**src/rtl/core/assert_macros.svh**
```systemverilog
// Assertion macros shared by the nearest-point RTL.
// Define ASSERT_OFF to compile all checks away.
`ifndef ASSERT_MACROS_SVH
`define ASSERT_MACROS_SVH
`ifndef ASSERT_OFF
`define PSND_ASSERT(label, clk, rst_n, prop) \
	label: assert property (@(posedge clk) disable iff (!rst_n) prop) \
	else $error("%m: check failed");
`define PSND_ASSERT_NORST(label, clk, prop) \
	label: assert property (@(posedge clk) prop) else $error("%m: check failed");
`else
`define PSND_ASSERT(label, clk, rst_n, prop)
`define PSND_ASSERT_NORST(label, clk, prop)
`endif
`endif

```
**src/rtl/core/psnd_div_cell.sv**
```systemverilog
// One restoring-division cell: decides one quotient bit for the x and y lanes.
// Depends on assert_macros.svh.
`include "assert_macros.svh"
module psnd_div_cell #(
	parameter int RW = 52,
	parameter int DVW = 35,
	parameter int QW = 17,
	parameter int SHIFT = 0,
	parameter int SDW = 34
) (
	input  logic           clk,
	input  logic           arst_n,
	input  logic           in_valid,
	output logic           in_ready,
	input  logic [RW-1:0]  in_rem_x,
	input  logic [RW-1:0]  in_rem_y,
	input  logic [DVW-1:0] in_dv,
	input  logic [QW-1:0]  in_quo_x,
	input  logic [QW-1:0]  in_quo_y,
	input  logic [SDW-1:0] in_side,
	output logic           out_valid,
	input  logic           out_ready,
	output logic [RW-1:0]  out_rem_x,
	output logic [RW-1:0]  out_rem_y,
	output logic [DVW-1:0] out_dv,
	output logic [QW-1:0]  out_quo_x,
	output logic [QW-1:0]  out_quo_y,
	output logic [SDW-1:0] out_side
);
	logic [RW-1:0] dvs;
	logic          ge_x, ge_y;
	logic [QW-1:0] qbit;

	assign dvs = RW'(in_dv) << SHIFT;
	assign ge_x = in_rem_x >= dvs;
	assign ge_y = in_rem_y >= dvs;
	assign qbit = QW'(1) << SHIFT;
	assign in_ready = !out_valid || out_ready;

	always_ff @(posedge clk or negedge arst_n) begin
		if (!arst_n) begin
			out_valid <= 1'b0;
		end else if (in_ready) begin
			out_valid <= in_valid;
		end
	end

	always_ff @(posedge clk) begin
		if (in_ready && in_valid) begin
			out_rem_x <= ge_x ? in_rem_x - dvs : in_rem_x;
			out_rem_y <= ge_y ? in_rem_y - dvs : in_rem_y;
			out_quo_x <= ge_x ? (in_quo_x | qbit) : in_quo_x;
			out_quo_y <= ge_y ? (in_quo_y | qbit) : in_quo_y;
			out_dv <= in_dv;
			out_side <= in_side;
		end
	end

	`PSND_ASSERT(a_div_hold, clk, arst_n, out_valid && !out_ready |=> out_valid)
endmodule

```
**config.mk**
```make
export PLATFORM = sky130hd
export DESIGN_NAME = psnd_div_cell
export DESIGN_NICKNAME = d
export VERILOG_FILES = /design/src/rtl/core/psnd_div_cell.sv
export VERILOG_INCLUDE_DIRS = /design/src /design/src/rtl/core
export SDC_FILE = /design/constraint.sdc
export NUM_CORES = 1
export LEC_CHECK = 0
export ABC_AREA = 1
export BUFFER_PORTS_ARGS = -buffer_cell sky130_fd_sc_hd__buf_2
export CAP_MARGIN = 20
export CORE_UTILIZATION = 55
export CTS_BUF_LIST = sky130_fd_sc_hd__clkbuf_8
export CTS_CLUSTER_DIAMETER = 50
export DETAILED_ROUTE_END_ITERATION = 6
export HOLD_SLACK_MARGIN = 0.06
export PLACE_DENSITY = 0.86
export SYNTH_ARGS = -nofsm -noshare
export SYNTH_HDL_FRONTEND = slang
export SYNTH_SLANG_ARGS = --single-unit
```
**constraint.sdc**
```tcl
create_clock -name clk -period 20.3 [get_ports clk]
set_input_delay 1.015 -clock clk [delete_from_list [all_inputs] [get_ports clk]]
set_output_delay 1.015 -clock clk [all_outputs]
set_load 0.02 [all_outputs]
```
Yosys cells after proc, flatten, opt, wreduce, memory -nomap -nowiden. Index checks and enable logic that the tools add are counted.

Multipliers: 0. Reductions and logical operators: 3. $add $sub $neg: 2. Div/mod/pow operators: 0. $lt $le $gt $ge: 2. Shift-type cells: 0. Bitwise logic cells: 0. Equality and inequality tests: 0. Mux-type cells: 2.

Operator list (number): 52-bit by 35-bit greater-or-equal comparator with 1-bit output (2); 52-bit 2-to-1 mux (2); 52-bit by 35-bit subtractor with 52-bit output (2); 1-bit logical AND (1); 1-bit logical NOT (1); 1-bit logical OR (1).

Flip-flop bits (word level): 208. Memories: 0. Memory bits (writable): 0. Memory bits (read-only): 0. Bits of input ports: 211. Bits in latches: 0.

Longest topological paths before layout.
Depth after elaboration: 3. Gate-level depth with buffers: 17. Depth with buffers taken out: 15.

Worst setup path after synthesis. OpenSTA, ideal clock, no wires.

Path kind: input to register. Start point: in in_valid. End point: reg out_dv[0] (enable). Required time: 19456 ps. Buffers on the path: 0. Stages: 2. Data arrival time: 10993 ps. Path slack: 8464 ps. Cells stage by stage: inv_1 a21oi_1.

Cells in the longest elaborated chain, start to end: 1.

RTL lines: start, declared (line psnd_div_cell.sv:13) `input logic in_valid,`; 1-bit logical AND (line psnd_div_cell.sv:49) `if (in_ready && in_valid) begin`; end signal, assigned (line psnd_div_cell.sv:54) `out_dv <= in_dv;`; end, declared (line psnd_div_cell.sv:25) `output logic [DVW-1:0] out_dv,`.

No other way between the ends. A chain may end at the register's enable or synchronous reset.

Worst setup path in the final report.
Start point: in in_dv[14]. End point: reg out_rem_y[25] (data pin).

Cells in the longest elaborated chain, start to end: 2. Elaborated cells between the ends (all ways): 3.

RTL lines: start, declared (line psnd_div_cell.sv:17) `input logic [DVW-1:0] in_dv,`; 52-bit by 35-bit subtractor with 52-bit output / 52-bit by 35-bit greater-or-equal comparator with 1-bit output (equally long branches) (line psnd_div_cell.sv:51, psnd_div_cell.sv:36); 52-bit 2-to-1 mux (*) (line psnd_div_cell.sv:51) `out_rem_y <= ge_y ? in_rem_y - dvs : in_rem_y;`; end signal, assigned (line psnd_div_cell.sv:51); end, declared (line psnd_div_cell.sv:24) `output logic [RW-1:0] out_rem_y,`.

Every way passes the cells marked *; elsewhere a longest branch is shown, timed or not.

==> results.md <==
- Synthesized net count: 2459
- HP Class: input pin to async pin
- Max cap viols: 0
- DP Area: about 18000 um2
- Top cells by area, synth: edfxtp_1 (40%), nand2_1 (21%), inv_1 (11%)
- Post-DP HPWL: 48920 um
- Level count of the clock H-tree: 2
- Top-area cell type share of the netlist area: 0.4050
- DRC viols: 0
- Post-synth top area cell: edfxtp_1
- Pleak: 9.644 nW
- WL met3: roughly 5600 um
- Setup CP Type: input pin to register
- Non-Filler Instances: ~3000
- WL met1: 22000 um
- Maximum clock frequency: roughly 280 MHz
- FF-to-FF Start: out_valid$_DFFE_PN0N_
- CTS Buffer Depth: 3
- Outcome: complete, no violations
- Register area: 6241 um2
- Yosys reg bits: about 210
- Fill count: ~2400
- Final Max Slew Viols: 0
- Initial antenna violation count: 4
- Worst Setup End Kind: register
- Final setup TNS: 0 ps
- Drt pass-1 iters: 6
- Final setup fails: 0
- Die ar.: 28580 um2
- FF-to-FF End: out_dv[29]$_DFFE_PP_
- Number of global-route vias before repair: approximately 16000
- Peak supply drop: between 0.05 and 0.06 mV
- Area growth from synthesis to layout: 21.21%
- CP Launch Type: input pin
- Register-to-Register Path Depth: 3
- Gr ovfl total: 0
- Root buf cell: clkbuf_8
- Post-synth ARST share: 0.004808
- CTS tree: built
- CTS Hold Bufs: 0
- Number of buffers created by CTS: 39
- Top Metal Used: met4
- Ports: 420
- Synth top cells by count: nand2_1 (851), inv_1 (438), edfxtp_1 (207)
- Port Buf Inserts: 419
- Reg-to-reg slack, setup: 17360 ps
- Nets: 2906
- Met2 wire len: 27720 um
- Largest net degree at the start of global routing: 82
- Row count: 60
- Footprint of the multi-input gates: 7289 um2
- RSZ-0062 raised after global routing: false
- Synthesis Warnings: 0
- Cells after DPL: 2954
- Vias: about 16000
- Global-route wire length before repair: 87080 um
- CTS resizes: 0
- Register area share after synthesis: 0.4066
- Initial core utilization: 0.5648
- Crit path DAT: 4000 ps
- DRT Wirelength: 59140 um
- DIE HEIGHT: 169.1 um
- Max Clock Skew: 16.52 ps
- Mean Syn Cell Area: between 7 and 8 um2
- CP max FO: 47
- Post-route ant nets: 0
- Relative slew slack: 0.3221
- Main synth FF type: edfxtp_1
- Minimum clock period: 3587 ps
- Initial DRC count: 1741
- Least-Margin Pin Slew: 1017 ps
- CORE AREA: 27180 um2
- Gr usage total: 0.4081
- Clk_lat worst skew: 560 ps
- Via/cell ratio: 5.376
- Total clock sinks: approximately 210
- Synth Cell Area: between 15000 and 20000 um2
- Finished Cell Area: 18600 um2
- Share of cells above drive strength 1: 0.2116
- Power Density: 70.17 nW/um2
- Clk slew on worst S/H paths: 60 ps
- Cell variety after synth: 37
- Routability cong.: 1.068
- Syn Inst Count: roughly 2200
- Post-synth EDFFs: about 210
- Chip width: 169.1 um
- Per-cell routed wire length: 19.57 um
- Final Hold Vio Count: 0
- Post-CTS Setup Bufs: 0
- Crit path required time: 20710 ps
- Final period util: 0.1767
- Cell with the most instances after synthesis: nand2_1
==> flip-flops by register name, summed over array words and instances, names as in the netlist <==
| signal | flops |
|---|---|
| out_quo_x | 17 |
| out_valid | 1 |
| out_rem_x | 52 |
| out_side | 34 |
| out_dv | 35 |
| out_rem_y | 52 |
| out_quo_y | 17 |
==> worst max-delay path, stage by stage <==
cell and delay (ps):
buf_2 110, inv_1 160, ha_1 320, nand2_1 140, inv_1 50, nand2_1 60
nand2_1 60, a21oi_1 220, nand3_2 160, nand2_4 110, nand2_2 290, inv_2 610
buf_4 460, nand2_1 110, nand2_1 100
==> routing by layer <==
metal	GRT usage	vias up
met5	0	-
met4	0.2307	0
met3	0.06897	189
met2	0.6967	972
met1	0.4887	7430
li1	-	7656
==> logic make-up (layout without fill, tap and decap cells) <==
logic type | count (synthesis) | count (layout) | share of synthesized area
AND/OR/NAND/NOR | 1271 | 1271 | 0.3476
buffers and inverters | 469 | 939 | 0.1192
flip-flops | 208 | 208 | 0.4066
AO/OA/AOI/OAI | 113 | 113 | 0.04239
adder cells (fa/ha/maj) | 72 | 72 | 0.05967
XOR/XNOR | 43 | 43 | 0.02454
other | 0 | 4 | 0
==> through the flow <==
step                setup WS (ps)  power (W)    util  hold slack [ps]
floorplan                    8464  0.0007569       -            719.4
global placement            16310  0.0008741  0.6558            557.6
detailed placement          16190  0.0008800  0.6558            594.3
CTS                         16770   0.001296  0.6842            226.4
global route                16490   0.001350  0.6846            228.9
finish                      16710   0.001305  0.6846            244.6
==> area by class of cell <==
cell class,count,share of cell area
Timing Repair Buffer,423,0.1143
Multi-Input combinational cell,1499,0.3918
Clock buffer,40,0.02959
Inverter,452,0.09133
Sequential cell,208,0.3355
Tap cell,372,0.02502
Clock inverter,24,0.01190
Antenna cell,4,0.0005380
==> where the power goes <==
part	switching, W	internal (W)
combinational	0.000247	0.000109
sequential	0.00000965	0.000517
clock	0.000188	0.000234
total	0.000445	0.000860
==> how the worst max path moves through the flow <==
stage,from,end,slack [ps],depth (start not counted)
floorplan,in_valid,out_dv[0]$_DFFE_PP_,8460,2
global placement,in_rem_y[0],out_rem_y[30]$_DFFE_PP_,16310,16
detailed placement,in_rem_y[0],out_rem_y[25]$_DFFE_PP_,16190,16
CTS,in_dv[14],out_rem_y[25]$_DFFE_PP_,16770,15
global route,in_dv[14],out_rem_y[30]$_DFFE_PP_,16490,15
finish,in_dv[14],out_rem_y[25]$_DFFE_PP_,16710,15
==> cells in the final DEF (no fill, tap or decap), types with 3 or more instances in the layout <==
cell type  instances
nor3_1            15
a21oi_2           22
inv_2             13
o21ai_0           42
nor2_1           181
a21oi_1           36
edfxtp_1         207
diode_2            4
xor2_1             6
clkbuf_8          40
nand2_2           10
or2_2              6
bufinv_16          4
nand3_1          106
nand2_1          851
nand3_2            3
buf_4              4
nand3b_1          11
and2_1            10
ha_1              70
nor2_2            14
buf_2            419
nor2_4            10
inv_1            449
xnor2_1           37
o21ai_1           11
clkinv_2           3
nand4_1           45
Power figures use the tool's default switching activity.
