File: src/rtl/core/assert_macros.svh
// Assertion macros shared by the nearest-point RTL.
// Define ASSERT_OFF to compile all checks away.
`ifndef ASSERT_MACROS_SVH
`define ASSERT_MACROS_SVH
`ifndef ASSERT_OFF
`define PSND_ASSERT(label, clk, rst_n, prop) \
	label: assert property (@(posedge clk) disable iff (!rst_n) prop) \
	else $error("%m: check failed");
`define PSND_ASSERT_NORST(label, clk, prop) \
	label: assert property (@(posedge clk) prop) else $error("%m: check failed");
`else
`define PSND_ASSERT(label, clk, rst_n, prop)
`define PSND_ASSERT_NORST(label, clk, prop)
`endif
`endif

File: src/rtl/core/psnd_sqrt_cell.sv
// One digit-by-digit square-root cell: retires two radicand bits, one root bit.
// Depends on assert_macros.svh.
`include "assert_macros.svh"
module psnd_sqrt_cell #(
	parameter int QW = 17,
	parameter int SDW = 32
) (
	input  logic              clk,
	input  logic              arst_n,
	input  logic              in_valid,
	output logic              in_ready,
	input  logic [2*QW-1:0]   in_v,
	input  logic [QW+2:0]     in_rem,
	input  logic [QW-1:0]     in_root,
	input  logic [SDW-1:0]    in_side,
	output logic              out_valid,
	input  logic              out_ready,
	output logic [2*QW-1:0]   out_v,
	output logic [QW+2:0]     out_rem,
	output logic [QW-1:0]     out_root,
	output logic [SDW-1:0]    out_side
);
	localparam int RMW = QW + 3;
	logic [RMW-1:0] nr;
	logic [RMW-1:0] trial;
	logic           ge;

	assign nr = {in_rem[RMW-3:0], in_v[2*QW-1:2*QW-2]};
	assign trial = RMW'({in_root, 2'b01});
	assign ge = nr >= trial;
	assign in_ready = !out_valid || out_ready;

	always_ff @(posedge clk or negedge arst_n) begin
		if (!arst_n) begin
			out_valid <= 1'b0;
		end else if (in_ready) begin
			out_valid <= in_valid;
		end
	end

	always_ff @(posedge clk) begin
		if (in_ready && in_valid) begin
			out_v <= in_v << 2;
			out_rem <= ge ? nr - trial : nr;
			out_root <= {in_root[QW-2:0], ge};
			out_side <= in_side;
		end
	end

	// partial remainder never exceeds twice the partial root
	`PSND_ASSERT(a_sqrt_rem, clk, arst_n, out_valid |-> (out_rem <= RMW'({out_root, 1'b0})))
endmodule

File: config.mk
export PLATFORM = sky130hd
export DESIGN_NAME = psnd_sqrt_cell
export DESIGN_NICKNAME = d
export VERILOG_FILES = /design/src/rtl/core/psnd_sqrt_cell.sv
export VERILOG_INCLUDE_DIRS = /design/src /design/src/rtl/core
export SDC_FILE = /design/constraint.sdc
export NUM_CORES = 1
export LEC_CHECK = 0
export ABC_AREA = 0
export BUFFER_PORTS_ARGS = -buffer_cell sky130_fd_sc_hd__buf_4
export CORE_MARGIN = 1
export CORE_UTILIZATION = 40
export CTS_CLUSTER_DIAMETER = 50
export DETAILED_ROUTE_END_ITERATION = 8
export PLACE_DENSITY = 0.75
export SLEW_MARGIN = 40
export SYNTH_ARGS = -nofsm -noshare
export SYNTH_HDL_FRONTEND = slang
export SYNTH_SLANG_ARGS = --single-unit
File: constraint.sdc
create_clock -name clk -period 4.6 [get_ports clk]
set_input_delay 0.23 -clock clk [delete_from_list [all_inputs] [get_ports clk]]
set_output_delay 0.23 -clock clk [all_outputs]
set_load 0.03 [all_outputs]
======== After elaboration in Yosys (flattened, before gate mapping) ========
Cells that the tools add are included.
storage, ports and cells
  bits in registers ....................... 102
  input bits .............................. 107
  output and inout port bits .............. 105
  word-level logic and storage cells ...... 11
operators by class
  $add $sub $neg .......................... 1
  order comparisons ....................... 1
  mux-type cells .......................... 1
  reductions and logical operators ........ 3
operators with widths
  operator                                          number
  20-bit by 19-bit >= comparator with 1-bit output  1
  20-bit two-way mux                                1
  20-bit by 19-bit subtractor with 20-bit output    1
  1-bit logical AND                                 1
  1-bit zero test                                   1
  1-bit logical OR                                  1

======== Longest topological paths before layout ========
Gate-level depths: netlist (run 1).
  depth in word-level cells ............... 3
  gate-level depth with buffers ........... 11

======== Worst setup path before layout (run 1) ========
OpenSTA, ideal clock, no wires.
  kind .................................... reg2reg
  start point ............................. reg out_valid
  end point ............................... reg out_rem[0] (enable)
  library setup time ...................... 471 ps
  arrival ................................. 3214 ps
  required time ........................... 4129 ps
  setup slack ............................. 915 ps
  cell stages (with the launch flop) ...... 3
  buffers on the path ..................... 0
  path through ............................ dfrtp_1 nand2b_1 and2_1
on the way
  cells in the longest elaborated chain, start to end .. 3
ends and longest elaborated chain
  what                      RTL line              text
  start: declaration        psnd_sqrt_cell.sv:16  output logic out_valid,
  start signal: assignment  psnd_sqrt_cell.sv:37  out_valid <= in_valid;
  1-bit zero test           psnd_sqrt_cell.sv:31  assign in_ready = !out_valid || out_ready;
  1-bit logical OR          psnd_sqrt_cell.sv:31
  named net in_ready        psnd_sqrt_cell.sv:11  output logic in_ready,
  1-bit logical AND         psnd_sqrt_cell.sv:42  if (in_ready && in_valid) begin
  end signal: assignment    psnd_sqrt_cell.sv:44  out_rem <= ge ? nr - trial : nr;
  end: declaration          psnd_sqrt_cell.sv:19  output logic [QW+2:0] out_rem,
The timed path passes the listed nets, and every way through them passes these cells.
A chain may end at the register's enable or synchronous reset.

======== Final worst setup path (run 1) ========
  start point ............................. in in_root[7]
  end point ............................... reg out_rem[17] (data pin)
on the way
  cells in the longest elaborated chain, start to end .. 2
  elaborated cells between the ends (all ways) .. 3
  classes of those cells .................. add/sub (1); order compare (1); mux (1)
ends and longest elaborated chain
  what                                                                                                                       RTL line                                    text
  start: declaration                                                                                                         psnd_sqrt_cell.sv:14                        input logic [QW-1:0] in_root,
  20-bit by 19-bit subtractor with 20-bit output / 20-bit by 19-bit >= comparator with 1-bit output (equally long branches)  psnd_sqrt_cell.sv:44, psnd_sqrt_cell.sv:30
  20-bit two-way mux (*)                                                                                                     psnd_sqrt_cell.sv:44
Every way passes the cells marked *; elsewhere a longest branch is shown, timed or not.

==> impl_metrics.json, run 1 <==
{
  "p_leak_nw": 2.73,
  "synth_warnings": 0,
  "core_area_um2": 10900,
  "power_density_nw_per_um2": 346,
  "cp.arrival_ns": 2.85,
  "cts-root-buf": "clkbuf_8",
  "antenna_found_initial": 0,
  "min_period_over_period_pct": 59.0,
  "highest_layer": "met4",
  "tns_ns": 0,
  "fp.dieW_um": 108,
  "ant_nets": 0,
  "multi_input_area_um2": 1280,
  "overflow": 0,
  "setup_viol": 0,
  "slowest_delay_ns": 0.47,
  "synth_cells": 299,
  "rsz0062_at_grt": "no",
  "status": "finished, final reports clean",
  "nNetsFinal": 636,
  "start_util_pct": 41.3,
  "slowest_stage": "a31oi_2",
  "cp-end-kind": "flop",
  "port_buffers": 207,
  "p_comb_share_pct": 25.1,
  "cts_num_sinks": 102,
  "power.switching_uw": 657,
  "syn2layout_area_growth_pct": 41.7,
  "die_y_um": 108,
  "drt_iter0_drc": 154,
  "synth.avg_cell_area_um2": 15.1,
  "dr.pass1.iters": 4,
  "pwr-share-seq_pct": 50.7,
  "cts-resized-gates": 0,
  "grt_start_max_net_pins": 69,
  "dr_wl_met3_um": 1210,
  "switching_share_pct": 29.7,
  "final_hold_viol_count": 0,
  "cts_max_level": 3,
  "relSlewSlack_pct": 62.2,
  "crit_path_frequent_cell": "buf_4",
  "worst_ir_drop_vdd_v": 0.000177,
  "cp_cell_sequence": "buf_4, inv_1, ha_1, nand4_1, nor4_2, a2111oi_2, a21o_1, a31oi_2, buf_4, mux2_4",
  "dpl.hpwl_um": 9030,
  "ys_types": 43,
  "dr_total_vias": 3183,
  "finalInstanceArea_um2": 6380,
  "hold_path.class": "input pin to flop",
  "cts_buffers": 9,
  "antenna_cells": 0,
  "clk_pin_slew_worst_paths_ns": 0.10,
  "dpl_cell_area_um2": 6170,
  "ys_seq_area_share_pct": 67.9,
  "route.detailed.drc": 0,
  "fp-row-count": 38,
  "grt_pass1_vias": 3184,
  "synth_area_um2": 4500,
  "cts_tree": "yes",
  "crit_required_ns": 4.74,
  "nFillCells": 843,
  "ios": 212,
  "worst_pin_slew_ns": 0.566,
  "skew_ns": 0.00854,
  "register_area_um2": 3060,
  "hold-worst-slack_ns": 0.0247,
  "wl_met1_um": 4260,
  "die_area_um2": 11700,
  "clk_latency_ns": 0.38,
  "criticalPathCategory": "input pin to flop",
  "routed_wl_um": 11800,
  "fmax_mhz": 369,
  "ys_seq_elements": 102,
  "cap_viol_max_count": 0,
  "dr_wl_met2_um": 6010,
  "viasPerCell": 4.87,
  "wire_per_inst_um": 18.0,
  "cp_max_fo": 15,
  "groute.usage.overall_pct": 20.1,
  "gp_congestion": 0.916,
  "grt_pass1_wl_um": 17200,
  "drv_slew": 0,
  "drive_gt1_share_pct": 48.2,
  "p_clk_share_pct": 24.2,
  "start_kind": "input pin",
  "cts_buffer_depth": 2,
  "intPower_mw": 1.55,
  "min_period_ns": 2.71
}
-- synth_stat cells, drive strengths merged --
cell     number  area [um^2]
edfxtp      101         3030
inv          24         90.1
ha           19          238
a21oi        15         78.8
mux2         15          218
o21ai        13         65.1
nor2         12         45.0
xnor2        12          105
nand2        11         41.3
buf           8         66.3
o211ai        7         66.3
nand4         6         37.5
a211oi        5         37.5
nand3         5         25.0
nor3          5         25.0
o21a          5         37.5
xor2          5         43.8
clkbuf        4         17.5
nand2b        4         25.0
a21o          3         22.5
a31oi         3         25.0
and2          3         18.8
o22ai         2         18.8
a2111oi       1         15.0
a211o         1         8.76
a21boi        1         7.51
a31o          1         8.76
and2b         1         7.51
and4          1         8.76
conb          1         3.75
dfrtp         1         25.0
mux2i         1         10.0
nor2b         1         6.26
nor4          1         12.5
o21bai        1         7.51
-- repair_timing --
item | in CTS | in global routing
hold endpoints to repair | 1 | 0
buffers inserted | 0 | 0
hold buffers | 1 | 0
-- layout by cell type (no fill, tap or decap), types with 3 or more instances in the layout --
| cell type | instances |
|---|---|
| a21o_1 | 3 |
| nand2b_1 | 4 |
| nand3_1 | 5 |
| nand2_1 | 11 |
| clkbuf_8 | 9 |
| o21a_1 | 5 |
| nor3_1 | 5 |
| a211oi_1 | 5 |
| nor2_1 | 12 |
| nand4_1 | 6 |
| o211ai_1 | 6 |
| buf_4 | 209 |
| inv_1 | 24 |
| a21oi_1 | 14 |
| ha_1 | 19 |
| mux2_4 | 13 |
| edfxtp_1 | 101 |
| o21ai_0 | 13 |
| xnor2_1 | 12 |
| xor2_1 | 5 |
-- power by group through the flow --
stage / registers (mW) / logic [mW] / clock network, mW
floorplan: 1.27 / 0.223 / 0
global placement: 1.14 / 0.541 / 0
detailed placement: 1.14 / 0.551 / 0
CTS: 1.12 / 0.554 / 0.550
global route: 1.13 / 0.593 / 0.580
finish: 1.12 / 0.553 / 0.535
-- worst paths after layout --
check                                            from                endpoint  slack (ns)  cells past startpoint
worst max-delay path                       in_root[7]   out_rem[17]$_DFFE_PP_        1.89                     10
worst min-delay path                      in_side[31]  out_side[31]$_DFFE_PP_        0.02                      1
worst max register to register  out_valid$_DFFE_PN0N_  out_side[20]$_DFFE_PP_        2.92                      3
worst min register to register  out_valid$_DFFE_PN0N_   out_valid$_DFFE_PN0N_        0.55                      2
max in group asynchronous                      arst_n   out_valid$_DFFE_PN0N_        4.35                      2
min in group asynchronous                      arst_n   out_valid$_DFFE_PN0N_        0.17                      2
-- final cells by class --
class,count,area share (%)
Multi-Input combinational cell,162,20.0
Tap cell,140,2.75
Clock buffer,9,1.94
Clock inverter,6,0.863
Timing Repair Buffer,211,25.1
Inverter,24,1.41
Sequential cell,102,47.9
-- critical path, delay by kind of cell --
| kind | cells | cell delay (ns) |
|---|---|---|
| compound gates | 3 | 0.77 |
| simple gates | 2 | 0.58 |
| buf+inv | 3 | 0.50 |
| fa+ha+maj | 1 | 0.41 |
| mux | 1 | 0.33 |
-- stage by stage --
| step | power [mW] | util, % | worst slack (ns) | std cells |
|---|---|---|---|---|
| after global routing | 2.30 | 58.6 | 1.72 | 654 |
| after floorplan | 1.49 | - | 0.915 | 300 |
| after global placement | 1.68 | 56.7 | 1.50 | 637 |
| after CTS | 2.22 | 58.4 | 1.88 | 653 |
| final | 2.21 | 58.6 | 1.89 | 654 |
| after detailed placement | 1.69 | 56.7 | 1.47 | 637 |
-- flip-flops by register name, summed over array words and instances, names as in the netlist --
register and cells:
out_side 32, out_v 32, out_rem 20, out_root 17
out_valid 1
-- kinds of logic after synthesis --
kind of cell    synth area share, %
fa+ha+maj                      5.28
mux                            5.06
compound gates                 8.87
buf+inv                        3.86
xor+xnor                       3.31
other cells                  0.0833
flops                          67.9
simple gates                   5.61
-- routing by layer --
| metal | global-route usage, % | up-vias |
|---|---|---|
| met5 | 0 | - |
| met3 | 7.41 | 18 |
| met4 | 8.90 | 0 |
| li1 | - | 1534 |
| met1 | 22.1 | 1494 |
| met2 | 34.6 | 137 |
Note: power is estimated with default switching activity, not from simulation.
==> run 2, diff against run 1 <==
Clock period 4.6 ns to 2.8 ns, I/O delays scaled along.
==> run 2 against run 1 <==
Wire length is 28% higher. Worst hold slack improved by 0.050 ns. Flip-flop and latch count did not move. Via count is 19% higher. Global-route usage is 5.2 points higher. Register-to-register slack got worse by 1.9 ns. Clock power grew 89%. Sequential share of layout area decreased by 6.1 points. Combinational power grew 93%. Worst setup slack worse by 1.8 ns.
==> impl_metrics.json, run 2 (synthesis gave the netlist of run 1 again) <==
{
  "status": "finished, final reports clean",
  "dr_total_vias": 3777,
  "register_area_um2": 3060,
  "ant_nets": 0,
  "crit_family": "buffers and inverters",
  "groute.usage.overall_pct": 25.3,
  "route.detailed.drc": 0,
  "dpl_cell_area_um2": 6250,
  "fmax_mhz": 369,
  "pwr-share-seq_pct": 47.1,
  "grt_start_max_net_pins": 48,
  "cts_tree": "yes",
  "cts_buffers": 9,
  "final_hold_viol_count": 0,
  "core_area_um2": 10900,
  "wl_met1_um": 5620,
  "fp-row-count": 38,
  "viasPerCell": 5.08,
  "dr.pass1.iters": 5,
  "slowest_delay_ns": 0.54,
  "start_kind": "input pin",
  "drive_gt1_share_pct": 43.2,
  "die_y_um": 108,
  "post-route-util_pct": 67.1,
  "clk_latency_ns": 0.37,
  "switching_share_pct": 30.1,
  "wire_per_inst_um": 20.2,
  "power_density_nw_per_um2": 537,
  "cts_num_sinks": 102,
  "dr_wl_met3_um": 1250,
  "clk_pin_slew_worst_paths_ns": 0.10,
  "intPower_mw": 2.74,
  "die_area_um2": 11700,
  "finalInstanceArea_um2": 7310,
  "dr_wl_met2_um": 7680,
  "path_buf_inv": 4,
  "cts_buffer_depth": 2,
  "cap_viol_max_count": 0,
  "p_comb_share_pct": 27.2,
  "cp-end-kind": "flop",
  "tns_ns": 0,
  "ios": 212,
  "p_leak_nw": 3.13,
  "power.switching_mw": 1.18,
  "cts-root-buf": "clkbuf_8",
  "antenna_cells": 0,
  "drt_iter0_drc": 348,
  "hold_path.class": "input pin to flop",
  "reg.largest.list": "out_side: 32 flops, out_v: 32 flops, out_rem: 20 flops",
  "grt_pass1_vias": 3833,
  "multi_input_area_um2": 1290,
  "cp.arrival_ns": 2.82,
  "routed_wl_um": 15000,
  "worst_pin_slew_ns": 0.552,
  "start_util_pct": 41.3,
  "min_period_ns": 2.71,
  "drv_slew": 0,
  "slowest_stage": "dlygate4sd3_1",
  "criticalPathCategory": "input pin to flop",
  "cts_setup_buffers": 0,
  "dpl.hpwl_um": 9160,
  "skew_ns": 0.0166,
  "cp_max_fo": 14,
  "highest_layer": "met4",
  "relSlewSlack_pct": 63.2,
  "final_common_cell": "buf_4",
  "grt_pass1_wl_um": 21500,
  "cp_cell_sequence": "dlygate4sd3_1, buf_4, inv_1, ha_1, nand3_1, nor4_2, a2111oi_2, a21o_1, a31oi_2, buf_8, mux2_4",
  "syn2layout_area_growth_pct": 62.4,
  "overflow": 0,
  "fp.dieW_um": 108,
  "min_period_over_period_pct": 96.7,
  "rsz0062_at_grt": "no",
  "p_clk_share_pct": 25.7,
  "cts_max_level": 3,
  "worst_ir_drop_vdd_v": 0.000317,
  "setup_viol": 0,
  "gp_congestion": 0.907,
  "nFillCells": 696,
  "crit_required_ns": 2.92,
  "nNetsFinal": 725,
  "port_buffers": 207,
  "final_cell_mix": "buf_4, edfxtp_1, dlygate4sd3_1",
  "antenna_found_initial": 0
}
run 2: repair_timing:
| item | CTS | global route |
|---|---|---|
| setup endpoints to repair | 0 | 15 |
| resized for setup | 0 | 6 |
| hold endpoints to repair | 82 | 0 |
| hold buffers | 82 | 0 |
run 2: worst paths after layout:
kind / from / end / slack [ns] / cells past startpoint
worst max-delay path: in_root[12] / out_rem[10]$_DFFE_PP_ / 0.09 / 11
worst min-delay path: in_rem[14] / out_rem[16]$_DFFE_PP_ / 0.08 / 3
worst max register to register: out_valid$_DFFE_PN0N_ / out_root[4]$_DFFE_PP_ / 1.04 / 3
worst min register to register: out_valid$_DFFE_PN0N_ / out_valid$_DFFE_PN0N_ / 0.63 / 2
max in group asynchronous: arst_n / out_valid$_DFFE_PN0N_ / 2.63 / 2
min in group asynchronous: arst_n / out_valid$_DFFE_PN0N_ / 0.10 / 2
run 2: layout make-up:
| cell class | instances | area share (%) |
|---|---|---|
| clock buffer | 9 | 1.69 |
| clock inverter | 7 | 1.25 |
| inverter | 24 | 1.23 |
| multi-input combinational | 162 | 17.7 |
| sequential | 102 | 41.8 |
| tap | 140 | 2.40 |
| timing repair buffer | 300 | 33.9 |
run 2: power groups by stage:
stage	logic, mW	clock network, mW	registers [mW]
detailed placement	0.927	0	1.87
CTS	1.03	1.01	1.84
floorplan	0.367	0	2.08
global placement	0.908	0	1.87
finish	1.07	1.01	1.85
global route	1.13	1.08	1.86
run 2: tightest hold or removal path, delay by kind of cell:
kind / cells / cell delay (ns)
simple gates: 2 / 0.10
buf+inv: 1 / 0.09
run 2: per-stage QoR:
step / hold slack [ns] / instances / total power, mW / setup slack [ns]
final: 0.0750 / 744 / 3.93 / 0.0921
after global routing: 0.0729 / 744 / 4.06 / 0.00292
after CTS: 0.0737 / 744 / 3.87 / 0.0307
after detailed placement: -0.0839 / 646 / 2.80 / 0.203
after global placement: -0.0844 / 646 / 2.78 / 0.239
after floorplan: -0.156 / 300 / 2.45 / 0.216
run 2: per-layer routing:
metal	GRT usage, %	vias up
met1	28.6	1825
met5	0	-
met4	9.69	0
li1	-	1712
met2	45.2	204
met3	6.81	36
==> run 3, diff against run 2 <==
Settings changed: CAP_MARGIN set to 20, CORE_ASPECT_RATIO set to 0.9.
==> run 3 against run 2 <==
Clock power up 35%. Count of clock-buffer cells in the layout unchanged. Die area about the same. Flip-flop and latch count unchanged. Sequential share of layout area down 0.56 points. Global-route usage down 1.2 points. Maximum frequency up 0.49%. Worst hold slack worse by 0.064 ns. Critical path type unchanged. Critical endpoint is now out_rem[3]$_DFFE_PP_. Highest routed layer unchanged.
==> impl_metrics.json, run 3 (synthesis gave the netlist of run 1 again) <==
{
  "dr.pass1.iters": 4,
  "cp_max_fo": 16,
  "crit_start": "in_root[9]",
  "reg.largest.list": "out_side: 32 flops, out_v: 32 flops, out_rem: 20 flops",
  "hold-worst-slack_ns": 0.0106,
  "worst_pin_slew_ns": 0.538,
  "cts_buffers": 9,
  "cts_buffer_depth": 2,
  "relSlewSlack_pct": 63.9,
  "hp-start": "in_valid",
  "viasPerCell": 4.87,
  "dr_total_vias": 3665,
  "multi_input_area_um2": 1300,
  "p_clk_share_pct": 32.0,
  "slowest_stage": "dlygate4sd3_1",
  "final_cell_mix": "buf_4, edfxtp_1, dlygate4sd3_1",
  "slowest_delay_ns": 0.54,
  "fp-row-count": 36,
  "drive_gt1_share_pct": 42.8,
  "power.total_mw": 4.25,
  "final_hold_viol_count": 0,
  "cap_viol_max_count": 0,
  "min_period_ns": 2.69,
  "fmax_mhz": 371,
  "dpl.hpwl_um": 8960,
  "criticalPathCategory": "input pin to flop",
  "tns_ns": 0,
  "p_leak_nw": 3.17,
  "skew_ns": 0.00972,
  "start_kind": "input pin",
  "pwr-share-seq_pct": 43.4,
  "ios": 212,
  "cp_cell_sequence": "dlygate4sd3_1, buf_4, inv_1, ha_1, nand4_1, nor4_2, a2111oi_2, a21o_1, a31oi_4, buf_12, mux2_2",
  "fp.dieW_um": 114,
  "core_area_um2": 10900,
  "status": "finished, final reports clean",
  "ant_nets": 0,
  "route.detailed.drc": 0,
  "p_comb_share_pct": 24.6,
  "clk_latency_ns": 0.35,
  "port_buffers": 207,
  "clk_pin_slew_worst_paths_ns": 0.07,
  "min_period_over_period_pct": 96.2,
  "intPower_mw": 3.10,
  "drv_slew": 0,
  "cp-end-kind": "flop",
  "antenna_cells": 0,
  "power_density_nw_per_um2": 574,
  "drt_iter0_drc": 239,
  "worst_ir_drop_vdd_v": 0.000341,
  "die_area_um2": 11700,
  "final_common_cell": "buf_4",
  "cts-root-buf": "clkbuf_16",
  "cts_tree": "yes",
  "rsz0062_at_grt": "no",
  "setup_viol": 0,
  "nNetsFinal": 722,
  "regToRegStartpoint": "out_valid$_DFFE_PN0N_",
  "nFillCells": 773,
  "power.switching_mw": 1.16,
  "gp_congestion": 0.867,
  "start_util_pct": 41.3,
  "hold_path.class": "input pin to flop",
  "groute.usage.overall_pct": 24.1,
  "wire_per_inst_um": 19.1,
  "cts_setup_buffers": 0,
  "antenna_found_initial": 0,
  "routed_wl_um": 14300,
  "cp.arrival_ns": 2.80,
  "grt_start_max_net_pins": 58,
  "grt_pass1_wl_um": 20400,
  "cts_num_sinks": 102,
  "register_area_um2": 3060,
  "overflow": 0,
  "syn2layout_area_growth_pct": 64.6,
  "grt_pass1_vias": 3685,
  "switching_share_pct": 27.2,
  "crit_required_ns": 2.90,
  "die_y_um": 103,
  "cts_max_level": 3
}
==> run 3: changes by cell type in the layout (fill, tap and decap cells not counted), moves of 2 or more <==
cell,previous run,this run
clkbuf_8,9,0
a31oi_2,3,1
clkinv_4,2,0
buf_4,216,214
clkbuf_16,0,9
==> run 3: final cells by class <==
| cell class | instances | area share, % |
|---|---|---|
| timing repair buffer | 297 | 33.2 |
| clock buffer | 9 | 3.04 |
| tap | 152 | 2.57 |
| multi-input combinational | 162 | 17.5 |
| sequential | 102 | 41.3 |
| clock inverter | 6 | 1.27 |
| inverter | 24 | 1.22 |
==> run 3: final timing paths <==
kind	end	slack [ns]	cells past startpoint
setup / recovery	out_rem[3]$_DFFE_PP_	0.11	11
hold / removal	out_valid$_DFFE_PN0N_	0.01	2
setup reg to reg	out_root[3]$_DFFE_PP_	1.18	3
hold reg to reg	out_valid$_DFFE_PN0N_	0.59	2
max in group asynchronous	out_valid$_DFFE_PN0N_	2.60	2
min in group asynchronous	out_valid$_DFFE_PN0N_	0.12	2
==> run 3: what timing repair did <==
action                                 in CTS  in global routing
hold buffers                               81                  0
gates resized for setup                     0                  3
setup endpoints to repair                   0                 11
endpoints found under the hold margin      81                  0
==> run 3: routing by layer <==
| metal | part of all wire (%) | global-route usage, % | up-vias | routed length (um) |
|---|---|---|---|---|
| met5 | 0 | 0 | - | 0 |
| met4 | 2.5 | 8.49 | 0 | 359 |
| met3 | 7.6 | 7.52 | 22 | 1090 |
| met2 | 51 | 44.7 | 169 | 7370 |
| met1 | 38 | 26.3 | 1759 | 5520 |
| li1 | - | - | 1715 | - |
==> run 3: through the flow <==
stage	instance area, um^2	worst slack [ns]	util, %	instances
2_1_floorplan	4510	0.216	-	300
3_3_place_gp	6270	0.279	57.5	656
3_5_place_dp	6270	0.253	57.5	656
4_1_cts	7400	0.0730	67.9	752
5_1_grt	7410	0.00981	68.0	752
6_report	7410	0.105	68.0	752
==> run 3: critical path, delay by kind of cell <==
family | cells | cell delay (ns)
AOI/OAI and AO/OA | 3 | 0.48
adders and majority gates | 1 | 0.37
buffers and inverters | 4 | 0.89
muxes | 1 | 0.34
and+or+nand+nor | 2 | 0.56
==> run 3: power by group through the flow <==
stage	registers (mW)	clock network (mW)	logic [mW]
6_report	1.85	1.36	1.05
5_1_grt	1.85	1.44	1.11
4_1_cts	1.84	1.38	1.03
3_5_place_dp	1.87	0	0.933
3_3_place_gp	1.87	0	0.917
2_1_floorplan	2.08	0	0.367
